File: src/rtl/fdr_pkg.sv
// Shared types and constants for the Fresnel reflectance pipeline.
// No dependencies.
package fdr_pkg;

  localparam int SqrtCells = 20;   // root bits of a 40-bit radicand
  localparam int DivCells  = 17;   // quotient bits, clamped later to 0..65536
  localparam logic [16:0] One16 = 17'd65536;

  // sqrt chain payload
  typedef struct packed {
    logic [40:0] x;
    logic [40:0] r;
    logic        tir;
    logic [16:0] cc;
  } sq_t;

  // divider chain payload, two lanes
  typedef struct packed {
    logic [21:0] rem_a;
    logic [20:0] den_a;
    logic [16:0] q_a;
    logic [40:0] rem_b;
    logic [39:0] den_b;
    logic [16:0] q_b;
    logic        sat_b;
    logic        tir;
  } dv_t;

endpackage

File: src/rtl/fdr_div_cell.sv
// One quotient bit of both restoring dividers (A and B lanes).
// Depends on fdr_pkg.
module fdr_div_cell import fdr_pkg::*; #(
  parameter bit FIRST = 1'b0
) (
  input  logic clk,
  input  logic rst,
  input  logic en,
  input  logic in_valid,
  input  dv_t  in_data,
  output logic out_valid,
  output dv_t  out_data
);
  logic [21:0] ra;
  logic [40:0] rb;
  logic        ga, gb;
  dv_t         nxt;

  always_comb begin
    ra  = FIRST ? in_data.rem_a : (in_data.rem_a << 1);
    rb  = FIRST ? in_data.rem_b : (in_data.rem_b << 1);
    ga  = ra >= {1'b0, in_data.den_a};
    gb  = rb >= {1'b0, in_data.den_b};
    nxt = in_data;
    nxt.rem_a = ga ? (ra - {1'b0, in_data.den_a}) : ra;
    nxt.rem_b = gb ? (rb - {1'b0, in_data.den_b}) : rb;
    nxt.q_a   = {in_data.q_a[15:0], ga};
    nxt.q_b   = {in_data.q_b[15:0], gb};
  end

  always_ff @(posedge clk) begin
    if (rst) begin
      out_valid <= 1'b0;
    end else if (en) begin
      out_valid <= in_valid;
    end
    if (en) begin
      out_data <= nxt;
    end
  end
endmodule

File: config.mk
export PLATFORM = sky130hd
export DESIGN_NAME = fdr_div_cell
export DESIGN_NICKNAME = d
export VERILOG_FILES = /design/src/rtl/fdr_pkg.sv /design/src/rtl/fdr_div_cell.sv
export SDC_FILE = /design/constraint.sdc
export NUM_CORES = 1
export LEC_CHECK = 0
export ABC_AREA = 1
export BUFFER_PORTS_ARGS = -buffer_cell sky130_fd_sc_hd__buf_2
export CAP_MARGIN = 20
export CORE_ASPECT_RATIO = 0.6
export CORE_MARGIN = 2
export CORE_UTILIZATION = 47
export CTS_CLUSTER_DIAMETER = 120
export DETAILED_ROUTE_END_ITERATION = 10
export PLACE_DENSITY_LB_ADDON = 0.25
export SYNTH_ARGS = -nofsm -noshare
export SYNTH_HDL_FRONTEND = slang
export SYNTH_SLANG_ARGS = --single-unit
File: constraint.sdc
create_clock -name clk -period 1.7 [get_ports clk]
set_input_delay 0.085 -clock clk [delete_from_list [all_inputs] [get_ports clk]]
set_output_delay 0.085 -clock clk [all_outputs]
set_load 0.05 [all_outputs]
; Word-level counts from Yosys, hierarchy flattened
; Index checks and enable logic that the tools add are counted.
[word_totals]
out_inout_bits = 161
word_cells = 17
regBits = 161
[classes]
add_sub_neg = 2
muxes = 2
order_cmp = 2
[op_table]
columns = operator, count
row1 = >= comparator 41 x 40 -> 1 bit, 1
row2 = 2-to-1 mux 41 bit, 1
row3 = subtractor 41 x 40 -> 41 bit, 1
row4 = >= comparator 22 x 21 -> 1 bit, 1
row5 = 2-to-1 mux 22 bit, 1
row6 = subtractor 22 x 21 -> 22 bit, 1

; Logic depth before layout (Yosys ltp)
[depth]
word_depth = 2
ltp_mapped = 16

; Least setup slack after synthesis
; No wires, ideal clock.
[synth_timing]
path_type = input port to flip-flop
startpoint = input port in_data[117] in the netlist's numbering
endpoint = register out_data[141] in the netlist's numbering (data pin)
path_stages = 12
t_arrival_ns = 1.498
required_time_ns = 1.443
path_buffers = 1
setup_time_ns = 0.257
slack_ns = -0.055
path_cell_list = fa_1 inv_1 nand3_1 nand2_2 nand2_1 nand2_2 nand3_1 nand4_4 inv_4 buf_6 nand2_1 o21ai_2
[synth_rtl]
columns = item, line
row1 = "start, declared", fdr_div_cell.sv:10  ; input dv_t in_data,
row2 = "end signal, assigned", fdr_div_cell.sv:38  ; out_data <= nxt;
row3 = "end, declared", fdr_div_cell.sv:12  ; output dv_t out_data

==> impl_metrics.env <==
export IMPL_synth_yosys_seq_area_share_pct=46.4
export IMPL_cellLeakagePower_nw=8.52
export IMPL_post_synth_num_cell_types=34
export IMPL_cell_count_post_placement=2129
export IMPL_die_area_um2=23400
export IMPL_syn_instance_count=1305
export IMPL_global_route_overflow_total=0
export IMPL_switching_power_mw=5.69
export IMPL_clk_path_buf_depth=2
export IMPL_cp_arrival_ns=1.88
export IMPL_clock_tree_from_tritoncts="done"
export IMPL_synth_largest_type_area_fraction_pct=46.2
export IMPL_average_footprint_of_a_synthesized_cell_um2=7.97
export IMPL_timing_hold_worst_class="in -> reg"
export IMPL_path_max_fanout=18
export IMPL_finalWorstSetupSlack_ns=0.0142
export IMPL_critical_path_top_cell_by_count="sky130_fd_sc_hd__nor2_4"
export IMPL_cp_top_family="simple AND/OR/NAND/NOR gates"
export IMPL_violations_in_the_final_reports="negative hold slack"
export IMPL_timing_worst_setup_path_type="in -> reg"
export IMPL_fin_hold_ws_ns=-0.00614
export IMPL_dp_worst_setup_slack_ns=-0.573
export IMPL_synth_commonest_cells="482 x sky130_fd_sc_hd__nand2_1, 227 x sky130_fd_sc_hd__inv_1, 160 x sky130_fd_sc_hd__edfxtp_1, 107 x sky130_fd_sc_hd__nor2_1, 65 x sky130_fd_sc_hd__nand3_1"
export IMPL_synth_warning_count=0
export IMPL_slew_violations=0
export IMPL_skew_ns=0
export IMPL_fp_dieH_um=119
export IMPL_global_route_peak_usage_layer="met1"
export IMPL_synth_area_leaders="sky130_fd_sc_hd__edfxtp_1 46%, sky130_fd_sc_hd__nand2_1 17%, sky130_fd_sc_hd__inv_1 8.2%"
export IMPL_cell_with_the_most_instances_after_synthesis="sky130_fd_sc_hd__nand2_1"
export IMPL_grt_use_total_pct=34.7
export IMPL_area_growth_pct=62.4
export IMPL_status="complete, but fails checks"
export IMPL_clock_power_share_pct=26.3
export IMPL_fin_crit_sh_pct=99.2
export IMPL_grt_start_max_net_pins=42
export IMPL_post_synth_fa_ha_maj_area_fraction_pct=7.72
export IMPL_ir_drop_mv=0.731
export IMPL_power_sequential_fraction_pct=34.0
export IMPL_met2_routing_resource_usage_after_global_routing_pct=49.0
export IMPL_post_route_drc_count=0
export IMPL_tns_ns=0
export IMPL_slew_headroom_pct=74.5
export IMPL_max_cap_violations=0
export IMPL_buffer_ports_inserted=320
export IMPL_cts_num_sinks=161
export IMPL_synth_simple_gate_area_share_pct=27.6
export IMPL_intPower_mw=9.05
export IMPL_sequential_cell_area_um2=4820
export IMPL_synth_compound_area_share_pct=5.50
export IMPL_critical_path_slowest_stage_cell="sky130_fd_sc_hd__ha_4"
export IMPL_worst_path_buf_inv=5
export IMPL_detailedPlacementHpwl_um=29800
export IMPL_starting_utilization_of_the_core_area_pct=47.6
export IMPL_detailedRoute_firstPassIterationCount=5
export IMPL_synth_top_family_by_area="simple AND/OR/NAND/NOR gates"
export IMPL_synthesis_area_um2=10400
export IMPL_worstPathCellList="buf_2 > inv_1 > ha_4 > nand2_4 > nor2_4 > inv_2 > nor2_4 > nand4_1 > nor2_4 > nor2_4 > nand2_8 > inv_4 > buf_12 > nand2_1 > nand2_1"
export IMPL_std_cell_rows=42
export IMPL_cell_taking_the_most_area_after_synthesis="sky130_fd_sc_hd__edfxtp_1"
export IMPL_sw_frac_of_total_pct=38.6
export IMPL_route_antenna_remaining_nets=0
export IMPL_async_flop_share_pct=0
export IMPL_clock_pin_transition_on_the_worst_setup_and_hold_timing_paths_ns=0.06
export IMPL_finalNonFillerCells=2312
export IMPL_grt_first_pass_wirelength_um=61000
export IMPL_routed_wl_um=41700
export IMPL_maxClockFrequency_mhz=593
export IMPL_timing_hold_violations_final=1
export IMPL_violation_count_after_the_first_detailed_route_iteration=1152
export IMPL_gp_congestion=0.956
export IMPL_p_comb_share_pct=39.7
export IMPL_synth_mux_area_share_pct=0.0962
export IMPL_die_w_um=196
export IMPL_worst_r2r_setup_slack_ns=0.50
export IMPL_ys_dominant_reg_cell="sky130_fd_sc_hd__edfxtp_1"
export IMPL_wl_per_cell_um=18.0
export IMPL_dr_vias=11600
export IMPL_min_period_ns=1.69
export IMPL_core_area_um2=21900
export IMPL_multiInputGateArea_um2=5290
export IMPL_data_required_time_at_the_worst_endpoint_ns=1.89
export IMPL_setup_viol=0
export IMPL_yosys_register_bits=161
export IMPL_finalCoreUtilization_pct=77.3
export IMPL_clkLatencyLatePin_ns=0.44
export IMPL_cts_htree_levels=4
export IMPL_grt_pass1_vias=11100
export IMPL_layout_nets=2237
export IMPL_globalRouteMet3Util_pct=11.2
export IMPL_cts_root_buf="sky130_fd_sc_hd__clkbuf_16"
export IMPL_fraction_of_final_layout_cells_with_drive_strength_greater_than_1_pct=35.6
export IMPL_post_synth_xor_area_fraction_pct=3.03
export IMPL_synth_edff_count=160
export IMPL_io_pin_count=325
export IMPL_finalPower_mw=14.7
export IMPL_globalRouteMet1Util_pct=51.3
export IMPL_mappedNetlistNets=1532
export IMPL_critical_path_max_stage_delay_ns=0.31
export IMPL_power_density_nw_per_um2=873
export IMPL_worstMarginPinSlew_ns=0.378
export IMPL_critical_path_endpoint_type="flip-flop"
export IMPL_initial_antenna_violation_count=3
export IMPL_cts_made_buffers=17
export IMPL_num_fill_cells=1516
export IMPL_critical_path_startpoint_type="input port"
export IMPL_drt_vias_per_instance=5.04
-- timing repair --
action	4_1_cts	5_1_grt
hold endpoints to repair	141	0
pin swaps	1	20
hold buffers	142	0
endpoints found under the setup margin	41	44
gates resized for setup	4	90
cloned	0	3
buffers inserted	0	3
-- cell type report --
type | instances | share of cell area [%]
Tap cell | 286 | 2.12
Multi-Input combinational cell | 901 | 31.3
Antenna cell | 3 | 0.0444
Clock inverter | 15 | 0.911
Clock buffer | 17 | 2.52
Inverter | 231 | 5.16
Timing Repair Buffer | 698 | 29.4
Sequential cell | 161 | 28.6
-- worst reg2reg max path, cell delays in order, from the launching register on --
cell                            delay (ns)
sky130_fd_sc_hd__dfxtp_1              0.32
sky130_fd_sc_hd__mux2i_1              0.16
sky130_fd_sc_hd__nor2_1               0.05
sky130_fd_sc_hd__dlygate4sd3_1        0.55
-- placed cells by master, fill, tap and decap left out, types with 6 or more instances in the layout --
master	synthesis	layout
sky130_fd_sc_hd__a21oi_1	54	44
sky130_fd_sc_hd__a21oi_2	4	14
sky130_fd_sc_hd__buf_12	0	8
sky130_fd_sc_hd__buf_2	1	319
sky130_fd_sc_hd__buf_4	0	224
sky130_fd_sc_hd__clkbuf_16	0	19
sky130_fd_sc_hd__dlygate4sd3_1	0	142
sky130_fd_sc_hd__edfxtp_1	160	160
sky130_fd_sc_hd__ha_1	61	23
sky130_fd_sc_hd__ha_4	0	38
sky130_fd_sc_hd__inv_1	227	221
sky130_fd_sc_hd__inv_2	2	8
sky130_fd_sc_hd__nand2_1	482	462
sky130_fd_sc_hd__nand2_2	6	20
sky130_fd_sc_hd__nand2_4	1	6
sky130_fd_sc_hd__nand3_1	65	61
sky130_fd_sc_hd__nand3b_1	8	8
sky130_fd_sc_hd__nand4_1	16	16
sky130_fd_sc_hd__nor2_1	107	87
sky130_fd_sc_hd__nor2_2	6	18
sky130_fd_sc_hd__nor2_4	1	9
sky130_fd_sc_hd__o21ai_0	22	20
sky130_fd_sc_hd__o21ai_2	11	11
sky130_fd_sc_hd__xnor2_1	12	12
sky130_fd_sc_hd__xor2_1	24	24
-- final timing paths --
check | end | cells after the start | from
setup / recovery | out_data[82] | 15 | in_data[31]
hold / removal | out_data[78] | 3 | in_data[77]
setup reg to reg | out_valid | 3 | out_valid
hold reg to reg | out_valid | 3 | out_valid
-- sequential cells by signal, indices dropped and copies added (netlist names) --
register and count:
out_data 160, out_valid 1
-- power by group through the flow --
stage	clock network, mW	registers, mW	logic (mW)
after floorplan	0	6.61	1.69
after global placement	0	5.08	5.11
after detailed placement	0	5.09	5.18
after CTS	3.86	5.01	5.46
after global routing	4.03	5.05	6.19
final	3.87	5.02	5.85
-- cell families after synthesis --
family	Yosys count
xor gates and xnor gates	36
muxes	1
DFF	161
and+or+nand+nor	701
buffers and inverters	243
adders and majority gates	63
AOI/OAI and AO/OA	100
-- through the flow --
step | instance area [um2] | hold WS [ns]
after global placement | 14400 | 0.242
final | 16900 | -0.00614
after CTS | 16400 | 0.00568
after global routing | 16900 | -0.00252
after detailed placement | 14400 | 0.250
after floorplan | 10700 | 0.157
-- per-layer routing --
metal	share of wire, %	vias to the layer above
li1	-	5590
met1	46	5399
met2	41	604
met3	12	54
met4	1.6	0
met5	0	-
No activity file was read; power rests on OpenSTA's default activity.
