`config.mk`:
```
export PLATFORM = sky130hd
export DESIGN_NAME = fdr_sqrt_cell
export DESIGN_NICKNAME = d
export VERILOG_FILES = /design/src/rtl/fdr_pkg.sv /design/src/rtl/fdr_sqrt_cell.sv
export SDC_FILE = /design/constraint.sdc
export NUM_CORES = 1
export LEC_CHECK = 0
export BUFFER_PORTS_ARGS = -buffer_cell sky130_fd_sc_hd__buf_2
export CAP_MARGIN = 20
export CORE_MARGIN = 2
export CORE_UTILIZATION = 58
export CTS_CLUSTER_DIAMETER = 80
export DETAILED_ROUTE_END_ITERATION = 10
export PLACE_DENSITY = 0.86
export SETUP_SLACK_MARGIN = 0.4
export SYNTH_ARGS = -nofsm -noshare
export SYNTH_HDL_FRONTEND = slang
export SYNTH_SLANG_ARGS = --single-unit
```
`constraint.sdc`:
```
create_clock -name clk -period 12.2 [get_ports clk]
set_input_delay 0 -clock clk [delete_from_list [all_inputs] [get_ports clk]]
set_output_delay 0 -clock clk [all_outputs]
set_load 0.03 [all_outputs]
```
`src/rtl/fdr_pkg.sv`:
```
// Shared types and constants for the Fresnel reflectance pipeline.
// No dependencies.
package fdr_pkg;

  localparam int SqrtCells = 20;   // root bits of a 40-bit radicand
  localparam int DivCells  = 17;   // quotient bits, clamped later to 0..65536
  localparam logic [16:0] One16 = 17'd65536;

  // sqrt chain payload
  typedef struct packed {
    logic [40:0] x;
    logic [40:0] r;
    logic        tir;
    logic [16:0] cc;
  } sq_t;

  // divider chain payload, two lanes
  typedef struct packed {
    logic [21:0] rem_a;
    logic [20:0] den_a;
    logic [16:0] q_a;
    logic [40:0] rem_b;
    logic [39:0] den_b;
    logic [16:0] q_b;
    logic        sat_b;
    logic        tir;
  } dv_t;

endpackage

```
`src/rtl/fdr_sqrt_cell.sv`:
```
// One bit-pair step of the restoring square root chain.
// Depends on fdr_pkg.
module fdr_sqrt_cell import fdr_pkg::*; #(
  parameter int K = 0
) (
  input  logic clk,
  input  logic rst,
  input  logic en,
  input  logic in_valid,
  input  sq_t  in_data,
  output logic out_valid,
  output sq_t  out_data
);
  localparam logic [40:0] Bit = 41'(1) << (2 * K);

  logic [40:0] trial;
  sq_t         nxt;

  always_comb begin
    trial = in_data.r + Bit;
    nxt   = in_data;
    if (in_data.x >= trial) begin
      nxt.x = in_data.x - trial;
      nxt.r = (in_data.r >> 1) + Bit;
    end else begin
      nxt.r = in_data.r >> 1;
    end
  end

  always_ff @(posedge clk) begin
    if (rst) begin
      out_valid <= 1'b0;
    end else if (en) begin
      out_valid <= in_valid;
    end
    if (en) begin
      out_data <= nxt;
    end
  end
endmodule

```
* Word level (Yosys, flattened, before mapping)
Index checks and enable logic that the tools add are counted.
Word-level totals: flip-flop bits (word level) 101, word-level logic and storage cells 12
Cells by class: add/subtract/negate cells 3, order comparisons 1, mux-type cells 2
Operators by type and width (count):
- $add 40x1->41 const B | 1
- $add 41x1->41 const B | 1
- $ge 41x41->1 | 1
- $mux 41 | 1
- $sub 41x41->41 | 1
- $mux 40 | 1

* Longest topological paths before layout
Gate-level depths: netlist of run 1.
word-level depth 3, depth in mapped cells 22, gate-level depth less buffers 20

* Least setup slack after synthesis of run 1
No wires, ideal clock.
path kind input-to-reg, start point input in_data[26] in the netlist's numbering, end point register out_data[49] in the netlist's numbering (data pin), setup time 0.264 ns, arrival time 4.134 ns, setup slack 7.802 ns, cell stages on the path 20, path buffers 3, cell sequence clkbuf_1 and4_1 nand4_1 or2_2 or4_1 nor2_1 nand2_1 xor2_1 ha_1 clkbuf_1 a21oi_1 o21ai_1 a31oi_1 o21ai_0 a2111oi_1 o31ai_4 and2b_1 buf_2 nand3_1 xnor2_1
RTL lines:
- start, declared | line fdr_sqrt_cell.sv:10 | input sq_t in_data,
- end signal, assigned | line fdr_sqrt_cell.sv:37 | out_data <= nxt;
- end, declared | line fdr_sqrt_cell.sv:12 | output sq_t out_data

==> results.ini, run 1 <==
[worst_setup_path]
critPathBufInv = 3
path_cells = dlygate4sd3_1, buf_2, and3_1, nand3_1, nor2_1, nand4_1, nor2_1, nand3_1, nor2_1, nand3_1, xor2_1, ha_1, nand3_1, nor4_1, nand4_1, a21oi_1, a2111oi_1, o31ai_4, buf_4, nand2_2, or4_1, xnor2_1
cp.required_ns = 12.30
worst_path_max_delay_cell = dlygate4sd3_1
max_stage_delay_ns = 0.53
crit_family = simple AND/OR/NAND/NOR gates
cp_data_arrival_time_ns = 5.52
worstSetupPathType = in -> reg
worstPathMaxFanout = 48
cp_common_cell = nand3_1
cp-start-kind = input port
crit_path_end_kind = flip-flop

[synthesis]
synth_edf_count = 100
synth_common_cells = 100 x edfxtp_1, 97 x nor2_1, 68 x xnor2_1
yosysWarnings = 0
async_flop_share_pct = 0
synth.area.top_cells = edfxtp_1 40%, xnor2_1 8.0%, ha_1 7.3%
yosys.area.top_type = edfxtp_1
synth_top_family_by_area = simple AND/OR/NAND/NOR gates
synth.area.mux_share_pct = 2.55
yosysSeqAreaShare_pct = 40.7
mappedNetlistArea_sq_um = 7420
yosysUniqueCellTypes = 63
avgSynthCellArea_sq_um = 9.43
netlist.area_leader.share_pct = 40.5
syn_inst = 787
synth_compound_area_share_pct = 13.9
synth_fa_ha_area_share_pct = 7.52
synth_xor_area_share_pct = 13.0
yosys.area_share.simple_pct = 19.3
synth_ff_type = edfxtp_1
synth_fp_nets = 935
synth.most_common_cell = edfxtp_1
ys_ff_latch = 101

[timing]
fin_crit_sh_pct = 44.4
setup_violations = 0
slew_viol_final = 0
tns_ns = 0
tightest_slew_ns = 0.861
rsz0062_at_grt = false
maxSlewHeadroom_pct = 42.6
hold_slack_ns = 0.00340
fin_worst_skew_ns = 0
clock.fmax_mhz = 185
fin_crit_ns = 5.42
finalHoldViolCount = 0

[global_route]
grt_overflow = 0
grt_pass1_vias = 6399
antenna_found_initial = 1
grt_max_degree = 72
grt_use_total_pct = 29.5
grt_pass1_wl_mm = 31.2

[layout]
nNetsFinal = 1158
drive_above_1_share_pct = 24.1
syn_to_final_growth_pct = 24.8

[floorplanning]
std_cell_rows = 41
io-pin-count = 205
die-area_sq_um = 13700
initial_core_util_pct = 59.0
die_h_um = 117
core_sq_um = 12600
die_width_um = 117

[cts]
cts_setup_buffers = 0
cts_tree = yes
cts_resized = 0
clk_latency_ns = 0.35
cts-buffers-inserted = 9
hold_buffers = 41
clkTransAtPathRegs_ns = 0.07
clock-root-buffer = clkbuf_16
cts.sinks = 101
clk_path_buf_depth = 2
cts_max_level = 3

[detailed_routing]
ant_nets = 0
vias_per_cell = 5.78
wirelength_mm = 20.3
post_drt_wl_per_cell_um = 17.1
drc = 0
vias = 6867
firstDrtPassIters = 6
drt_iter0_markers = 860

[min_path]
worstHoldPathType = in -> reg

[pwr]
irDropWorstVdd_mv = 0.0768
p_leak_nw = 3.76
powerDensity_nw_per_um2 = 118

[job]
max_cap_viol_count = 0

[run_status]
status = finished, final reports clean

[placed_design]
io_buffers = 204
dp_hpwl_mm = 15.2
gp_congestion = 0.945

-- worst register-to-register path, delay by kind of cell (launching register included) --
family	cells	cell delay, ns
buf+inv	1	0.55
flops	1	0.31
mux	1	0.12
simple gates	1	0.05
-- worst paths after layout --
check | from | to | slack, ns | cells after the start
setup / recovery | in_data[24] | out_data[54] | 6.78 | 22
hold / removal | in_data[29] | out_data[28] | 0.003 | 2
setup reg to reg | out_valid | out_valid | 11.07 | 3
hold reg to reg | out_valid | out_valid | 1.04 | 3
-- metal layers --
layer	track usage (%)	routed length (um)	up-vias
li1	-	-	3336
met1	40.8	8560	3133
met2	47.2	9480	361
met3	4.43	1830	37
met4	11.2	455	0
met5	0	0	-
-- through the flow --
step | utilization (%) | power, W | instance area [sq um] | cells | setup WS [ns]
2_1_floorplan | - | 0.000684 | 7420 | 787 | 7.80
3_3_place_gp | 67.9 | 0.000782 | 8540 | 1130 | 7.09
3_5_place_dp | 67.9 | 0.000786 | 8540 | 1130 | 6.83
4_1_cts | 73.7 | 0.00109 | 9260 | 1187 | 6.87
5_1_grt | 73.7 | 0.00114 | 9260 | 1188 | 6.25
6_report | 73.7 | 0.00110 | 9260 | 1188 | 6.78
-- cells by family after synthesis --
kind of cell	Yosys count
mux	17
flops	101
buf+inv	56
compound gates	159
fa+ha+maj	44
xor+xnor	110
simple gates	300
-- layout make-up --
cell class / count / area, sq um
Multi-Input combinational cell: 630 / 4180
Fill cell: 930 / 3310
Sequential cell: 101 / 3020
Timing Repair Buffer: 248 / 1460
Clock buffer: 12 / 256
Tap cell: 172 / 215
Inverter: 20 / 75.1
Clock inverter: 4 / 55.1
Antenna cell: 1 / 2.50
-- sequential cells by signal, indices dropped and copies added, names as in the netlist --
signal	count
out_data	100
out_valid	1
-- cell usage in the layout, fill, tap and decap left out, types with 3 or more instances in the layout --
cell type / n
a21o_1: 16
a21oi_1: 65
edfxtp_1: 100
nand4_1: 29
mux2_2: 15
o31ai_1: 3
nand3_1: 38
and3_1: 14
xor2_1: 42
nand2_1: 64
and4_1: 5
a41oi_1: 3
nor2b_1: 8
o21a_1: 4
buf_4: 4
clkbuf_16: 9
a211oi_1: 6
and2_1: 4
nor2_1: 97
o21ai_0: 23
nand2b_1: 6
inv_1: 20
a31oi_1: 7
ha_1: 43
o211ai_1: 4
nor4_1: 5
xnor2_1: 68
nor3_1: 17
dlygate4sd3_1: 41
buf_2: 203
-- report_power, final --
group	leakage (nW)	internal [W]	switching, W	total [W]
sequential	0.988	0.000427	0.00000881	0.000436
combinational	2.62	0.000128	0.000231	0.000359
clock	0.149	0.000172	0.000130	0.000301
Note: power is estimated with default switching activity, not from simulation.
==> inputs of run 2 (changes only) <==
--- a/config.mk
+++ b/config.mk
@@ -8,10 +8,10 @@
 export BUFFER_PORTS_ARGS = -buffer_cell sky130_fd_sc_hd__buf_2
 export CAP_MARGIN = 20
 export CORE_MARGIN = 2
-export CORE_UTILIZATION = 58
+export CORE_UTILIZATION = 49
 export CTS_CLUSTER_DIAMETER = 80
 export DETAILED_ROUTE_END_ITERATION = 10
-export PLACE_DENSITY = 0.86
+export PLACE_DENSITY = 0.78
 export SETUP_SLACK_MARGIN = 0.4
 export SYNTH_ARGS = -nofsm -noshare
 export SYNTH_HDL_FRONTEND = slang
==> constraint.sdc (replaced) <==
create_clock -name clk -period 4.83 [get_ports clk]
set_input_delay 0 -clock clk [delete_from_list [all_inputs] [get_ports clk]]
set_output_delay 0 -clock clk [all_outputs]
set_load 0.03 [all_outputs]
==> run 2 against run 1 <==
Effect of this change:
- flip-flop and latch count unchanged
- largest cell class unchanged
- via count grew 1.5%
- combinational power increased to 2.6 times the previous value
- largest power group unchanged
- final cell count is 2.6% higher
- critical endpoint unchanged
- count of clock-buffer cells in the layout decreased by 2
==> results.ini, run 2 (same netlist as run 1, synthesis figures left out) <==
[detailed_routing]
drc = 0
vias = 6969
drt_iter0_markers = 631
ant_nets = 0
wirelength_mm = 21.5
vias_per_cell = 5.72
post_drt_wl_per_cell_um = 17.6
firstDrtPassIters = 6

[floorplanning]
std_cell_rows = 44
core_sq_um = 14600
initial_core_util_pct = 50.7
die-area_sq_um = 16100
io-pin-count = 205
die_h_um = 127
die_width_um = 127

[global_route]
antenna_found_initial = 1
grt_overflow = 0
grt_use_total_pct = 26.3
grt_pass1_wl_mm = 33.4
grt_pass1_vias = 6522
grt_max_degree = 68

[layout]
layout_commonest_cell = buf_2
syn_to_final_growth_pct = 27.5
fin_area_sq_um = 9460
largest_reg_flops = 100
top_regs = out_data (100), out_valid (1)
drive_above_1_share_pct = 26.0
nNetsFinal = 1176
largest_register = out_data
final_cell_mix = 203 x buf_2, 100 x edfxtp_1, 96 x nor2_1

[timing]
slew_viol_final = 0
tns_ns = 0
rsz0062_at_grt = true
setup_violations = 0
finalHoldViolCount = 0
fin_worst_skew_ns = 0
fin_crit_ns = 4.20
maxSlewHeadroom_pct = 41.4
layout_setup_ws_ns = 0.629
clock.fmax_mhz = 238
tightest_slew_ns = 0.867
fin_crit_sh_pct = 87.0

[pwr]
powerDensity_nw_per_um2 = 295
fin_total_pwr_w = 0.00279
irDropWorstVdd_mv = 0.182
p_leak_nw = 3.85

[run_status]
status = finished, final reports clean

[worst_setup_path]
cp_data_arrival_time_ns = 4.31
crit_path_end_kind = flip-flop
cp-start-kind = input port
worstSetupPathType = in -> reg
cp.required_ns = 4.94
worstPathMaxFanout = 8

[cts]
clock-root-buffer = clkbuf_16
cts_max_level = 3
cts_tree = yes
clk_latency_ns = 0.36
cts-buffers-inserted = 9
clk_path_buf_depth = 2
clkTransAtPathRegs_ns = 0.07
cts.sinks = 101

[min_path]
worstHoldPathType = in -> reg

[job]
max_cap_viol_count = 0

[placed_design]
placed_area_sq_um = 8680
dp_hpwl_mm = 16.5
io_buffers = 204
gp_congestion = 0.997
place_ws_ns = 0.0903

[run 2: path summary, 6_finish.rpt]
kind                     from  cells after the start            to  slack (ns)
hold reg to reg     out_valid                      3     out_valid        1.09
setup / recovery  in_data[37]                     19  out_data[54]        0.63
setup reg to reg    out_valid                      3     out_valid        3.68
hold / removal    in_data[69]                      3  out_data[69]       0.002
[run 2: what timing repair did]
item,CTS,global route
gates resized for setup,0,12
hold buffers,43,0
hold endpoints to repair,42,0
endpoints found under the setup margin,0,71
setup buffers,0,0
[run 2: final cells by class]
class	instances	area, sq um
Clock buffer	10	229
Clock inverter	6	68.8
Timing Repair Buffer	266	1610
Inverter	20	75.1
Multi-Input combinational cell	630	4220
Sequential cell	101	3020
Tap cell	184	230
Fill cell	1234	5180
Antenna cell	2	5.00
[run 2: per-stage QoR]
stage / std cells / hold WS, ns / utilization (%)
final: 1219 / 0.00151 / 64.6
after global routing: 1218 / 0.0115 / 64.6
after CTS: 1217 / 0.000403 / 64.3
after detailed placement: 1158 / 0.172 / 59.3
after global placement: 1158 / 0.160 / 59.3
after floorplan: 787 / 0.0724 / -
[run 2: per-layer routing]
| metal | global-route usage, % | routed length [um] |
|---|---|---|
| met5 | 0 | 0 |
| met4 | 9.70 | 574 |
| met3 | 4.02 | 1430 |
| met2 | 41.7 | 9870 |
| met1 | 36.7 | 9600 |
[run 2: critical path, cell delays in order]
cell	delay (ns)
dlygate4sd3_1	0.52
buf_2	0.16
nand2_1	0.16
nor2_1	0.26
nand4_1	0.19
nor2_1	0.26
nand4_1	0.23
xor2_1	0.23
ha_1	0.47
and3_1	0.24
nand4_1	0.13
nand2b_1	0.17
a21oi_1	0.17
a2111oi_1	0.08
buf_4	0.16
o31ai_4	0.10
nand2_2	0.19
or4_1	0.45
xnor2_1	0.14
[run 2: power breakdown]
group / switching, W / internal [W] / leakage [nW] / total [W]
Combinational: 0.000593 / 0.000340 / 2.72 / 0.000934
Sequential: 0.0000259 / 0.00108 / 0.988 / 0.00111
Clock: 0.000343 / 0.000407 / 0.144 / 0.000751
==> inputs of run 3 (changes only) <==
--- a/config.mk
+++ b/config.mk
@@ -5,13 +5,15 @@
 export SDC_FILE = /design/constraint.sdc
 export NUM_CORES = 1
 export LEC_CHECK = 0
+export ABC_AREA = 1
 export BUFFER_PORTS_ARGS = -buffer_cell sky130_fd_sc_hd__buf_2
 export CAP_MARGIN = 20
 export CORE_MARGIN = 2
-export CORE_UTILIZATION = 49
+export CORE_UTILIZATION = 50
 export CTS_CLUSTER_DIAMETER = 80
 export DETAILED_ROUTE_END_ITERATION = 10
-export PLACE_DENSITY = 0.78
+export GPL_TIMING_DRIVEN = 0
+export PLACE_DENSITY = 0.77
 export SETUP_SLACK_MARGIN = 0.4
 export SYNTH_ARGS = -nofsm -noshare
 export SYNTH_HDL_FRONTEND = slang
==> run 3 against run 2 <==
Effect of this change:
- global-route usage grew 7.4 points
- synthesized cell count grew 66%
- utilization shrank 0.15 points
- sequential power is essentially flat
- via count grew 34%
- wire length grew 49%
- clock skew is the same
- highest routed layer unchanged
==> results.ini, run 3 <==
[placed_design]
dp_hpwl_mm = 26.0
io_buffers = 204
gp_congestion = 0.966

[timing]
fin_crit_ns = 4.05
tns_ns = 0
clock.fmax_mhz = 247
maxSlewHeadroom_pct = 53.5
slew_viol_final = 0
tightest_slew_ns = 0.698
fin_worst_skew_ns = 0
finalHoldViolCount = 0
setup_violations = 0
rsz0062_at_grt = false
fin_crit_sh_pct = 83.8

[layout]
nNetsFinal = 1735
largest_reg_flops = 100
top_regs = out_data (100), out_valid (1)
antenna_cells = 0
syn_to_final_growth_pct = 25.3
layout_commonest_cell = nand2_1
largest_register = out_data
drive_above_1_share_pct = 17.3
n_fill_cell = 1575
finalCoreUtilization_pct = 64.5
final_cell_mix = 510 x nand2_1, 211 x buf_2, 174 x inv_1

[global_route]
grt_pass1_wl_mm = 47.3
grt_use_total_pct = 33.7
grt_pass1_vias = 8654
grt_max_degree = 52
antenna_found_initial = 0
grt_overflow = 0

[synthesis]
netlist.area_leader.share_pct = 33.6
async_flop_share_pct = 0
syn_inst = 1309
ys_ff_latch = 101
yosysWarnings = 0
yosysSeqAreaShare_pct = 33.9
yosys.area.top_type = edfxtp_1
synth_ff_type = edfxtp_1
synth_edf_count = 100
yosysUniqueCellTypes = 38
synth_common_cells = 510 x nand2_1, 174 x inv_1, 121 x nor2_1
synth.area.top_cells = edfxtp_1 34%, nand2_1 21%, xor2_1 8.8%
avgSynthCellArea_sq_um = 6.82
mappedNetlistArea_sq_um = 8930
synth.most_common_cell = nand2_1
synth_fp_nets = 1457

[worst_setup_path]
cp.required_ns = 4.90
crit_family = simple AND/OR/NAND/NOR gates
path_cells = buf_2, ha_1, clkbuf_1, nand2_1, inv_1, nand2_1, nor2_1, nand3b_1, xor2_1, o21ai_0, ha_1, nand2_1, nor2_2, nand2_1, nor2_1, nand3b_1, nand2_1, nor2_1, nand2_4, buf_2, o21ai_0
cp-start-kind = input port
cp_common_cell = nand2_1
crit_path_end_kind = flip-flop
worstSetupPathType = in -> reg
critPathBufInv = 4
worstPathMaxFanout = 10
cp_data_arrival_time_ns = 4.11
worst_path_max_delay_cell = ha_1
max_stage_delay_ns = 0.47

[cts]
cts.sinks = 101
clk_latency_ns = 0.36
cts_max_level = 3
cts_tree = yes
cts_setup_buffers = 0
cts-buffers-inserted = 9
clkTransAtPathRegs_ns = 0.08
clk_path_buf_depth = 2
clock-root-buffer = clkbuf_16
cts_resized = 0
hold_buffers = 62

[detailed_routing]
wirelength_mm = 32.0
ant_nets = 0
drc = 0
vias = 9324
drt_iter0_markers = 724
post_drt_wl_per_cell_um = 17.6
vias_per_cell = 5.13
firstDrtPassIters = 5

[floorplanning]
initial_core_util_pct = 51.4
die_h_um = 138
core_sq_um = 17400
io-pin-count = 205
std_cell_rows = 48
die_width_um = 138
die-area_sq_um = 18900

[pwr]
p_leak_nw = 5.58
irDropWorstVdd_mv = 0.194
powerDensity_nw_per_um2 = 274

[min_path]
worstHoldPathType = in -> reg

[run_status]
status = finished, final reports clean

[job]
max_cap_viol_count = 0

-- run 3: report_power, final --
group	switching, W	internal [W]
sequential	0.0000263	0.00110
combinational	0.000799	0.000368
clock	0.000400	0.000374
-- run 3: layer usage --
metal	vias up	routed length [um]	track usage, %
met5	-	0	0
met4	0	726	10.0
met3	38	2500	4.12
met2	405	14300	53.8
met1	4194	14400	47.7
li1	4687	-	-
-- run 3: layout make-up --
class | count | area (sq um) | share of cell area (%)
plain buffers | 18 | 138 | 1.23
repair buffers | 267 | 1670 | 14.9
inverters | 185 | 694 | 6.21
clock inverters | 7 | 81.3 | 0.727
well taps | 225 | 282 | 2.52
clock buffers | 9 | 225 | 2.01
flip-flops and latches | 101 | 3020 | 27.0
multi-input cells | 1005 | 5070 | 45.3
-- run 3: worst min-delay path, cell delays in order --
cell and delay [ns]:
buf_2 0.10, nand2_1 0.05, nand2_1 0.09
-- run 3: cell families (layout without fill, tap and decap cells) --
kind of cell,Yosys count,in the layout,synth area share (%)
AO/OA/AOI/OAI,85,85,5.00
XOR/XNOR,96,96,9.42
adder cells (fa/ha/maj),44,44,6.25
multiplexers,1,1,0.112
buffers and inverters,203,486,9.32
flip-flops,101,101,33.9
AND/OR/NAND/NOR,779,779,36.0
-- run 3: path summary, 6_finish.rpt --
path	depth (start not counted)	slack, ns	start	end
worst max-delay path	21	0.78	in_data[19]	out_data[60]
worst min-delay path	3	0.00009	in_data[87]	out_data[87]
worst max register to register	3	3.70	out_valid	out_valid
worst min register to register	3	1.04	out_valid	out_valid
-- run 3: per-stage QoR --
| step | worst slack [ns] | area [sq um] | hold WS, ns | cells | total power (W) |
|---|---|---|---|---|---|
| CTS | 0.908 | 11200 | 0.000552 | 1817 | 0.00306 |
| global placement | 0.567 | 10200 | 0.160 | 1738 | 0.00224 |
| global route | 0.547 | 11200 | 0.0332 | 1817 | 0.00321 |
| floorplan | 1.91 | 8930 | 0.0724 | 1309 | 0.00189 |
| detailed placement | 0.543 | 10300 | 0.162 | 1739 | 0.00225 |
| finish | 0.782 | 11200 | 0.0000923 | 1817 | 0.00307 |
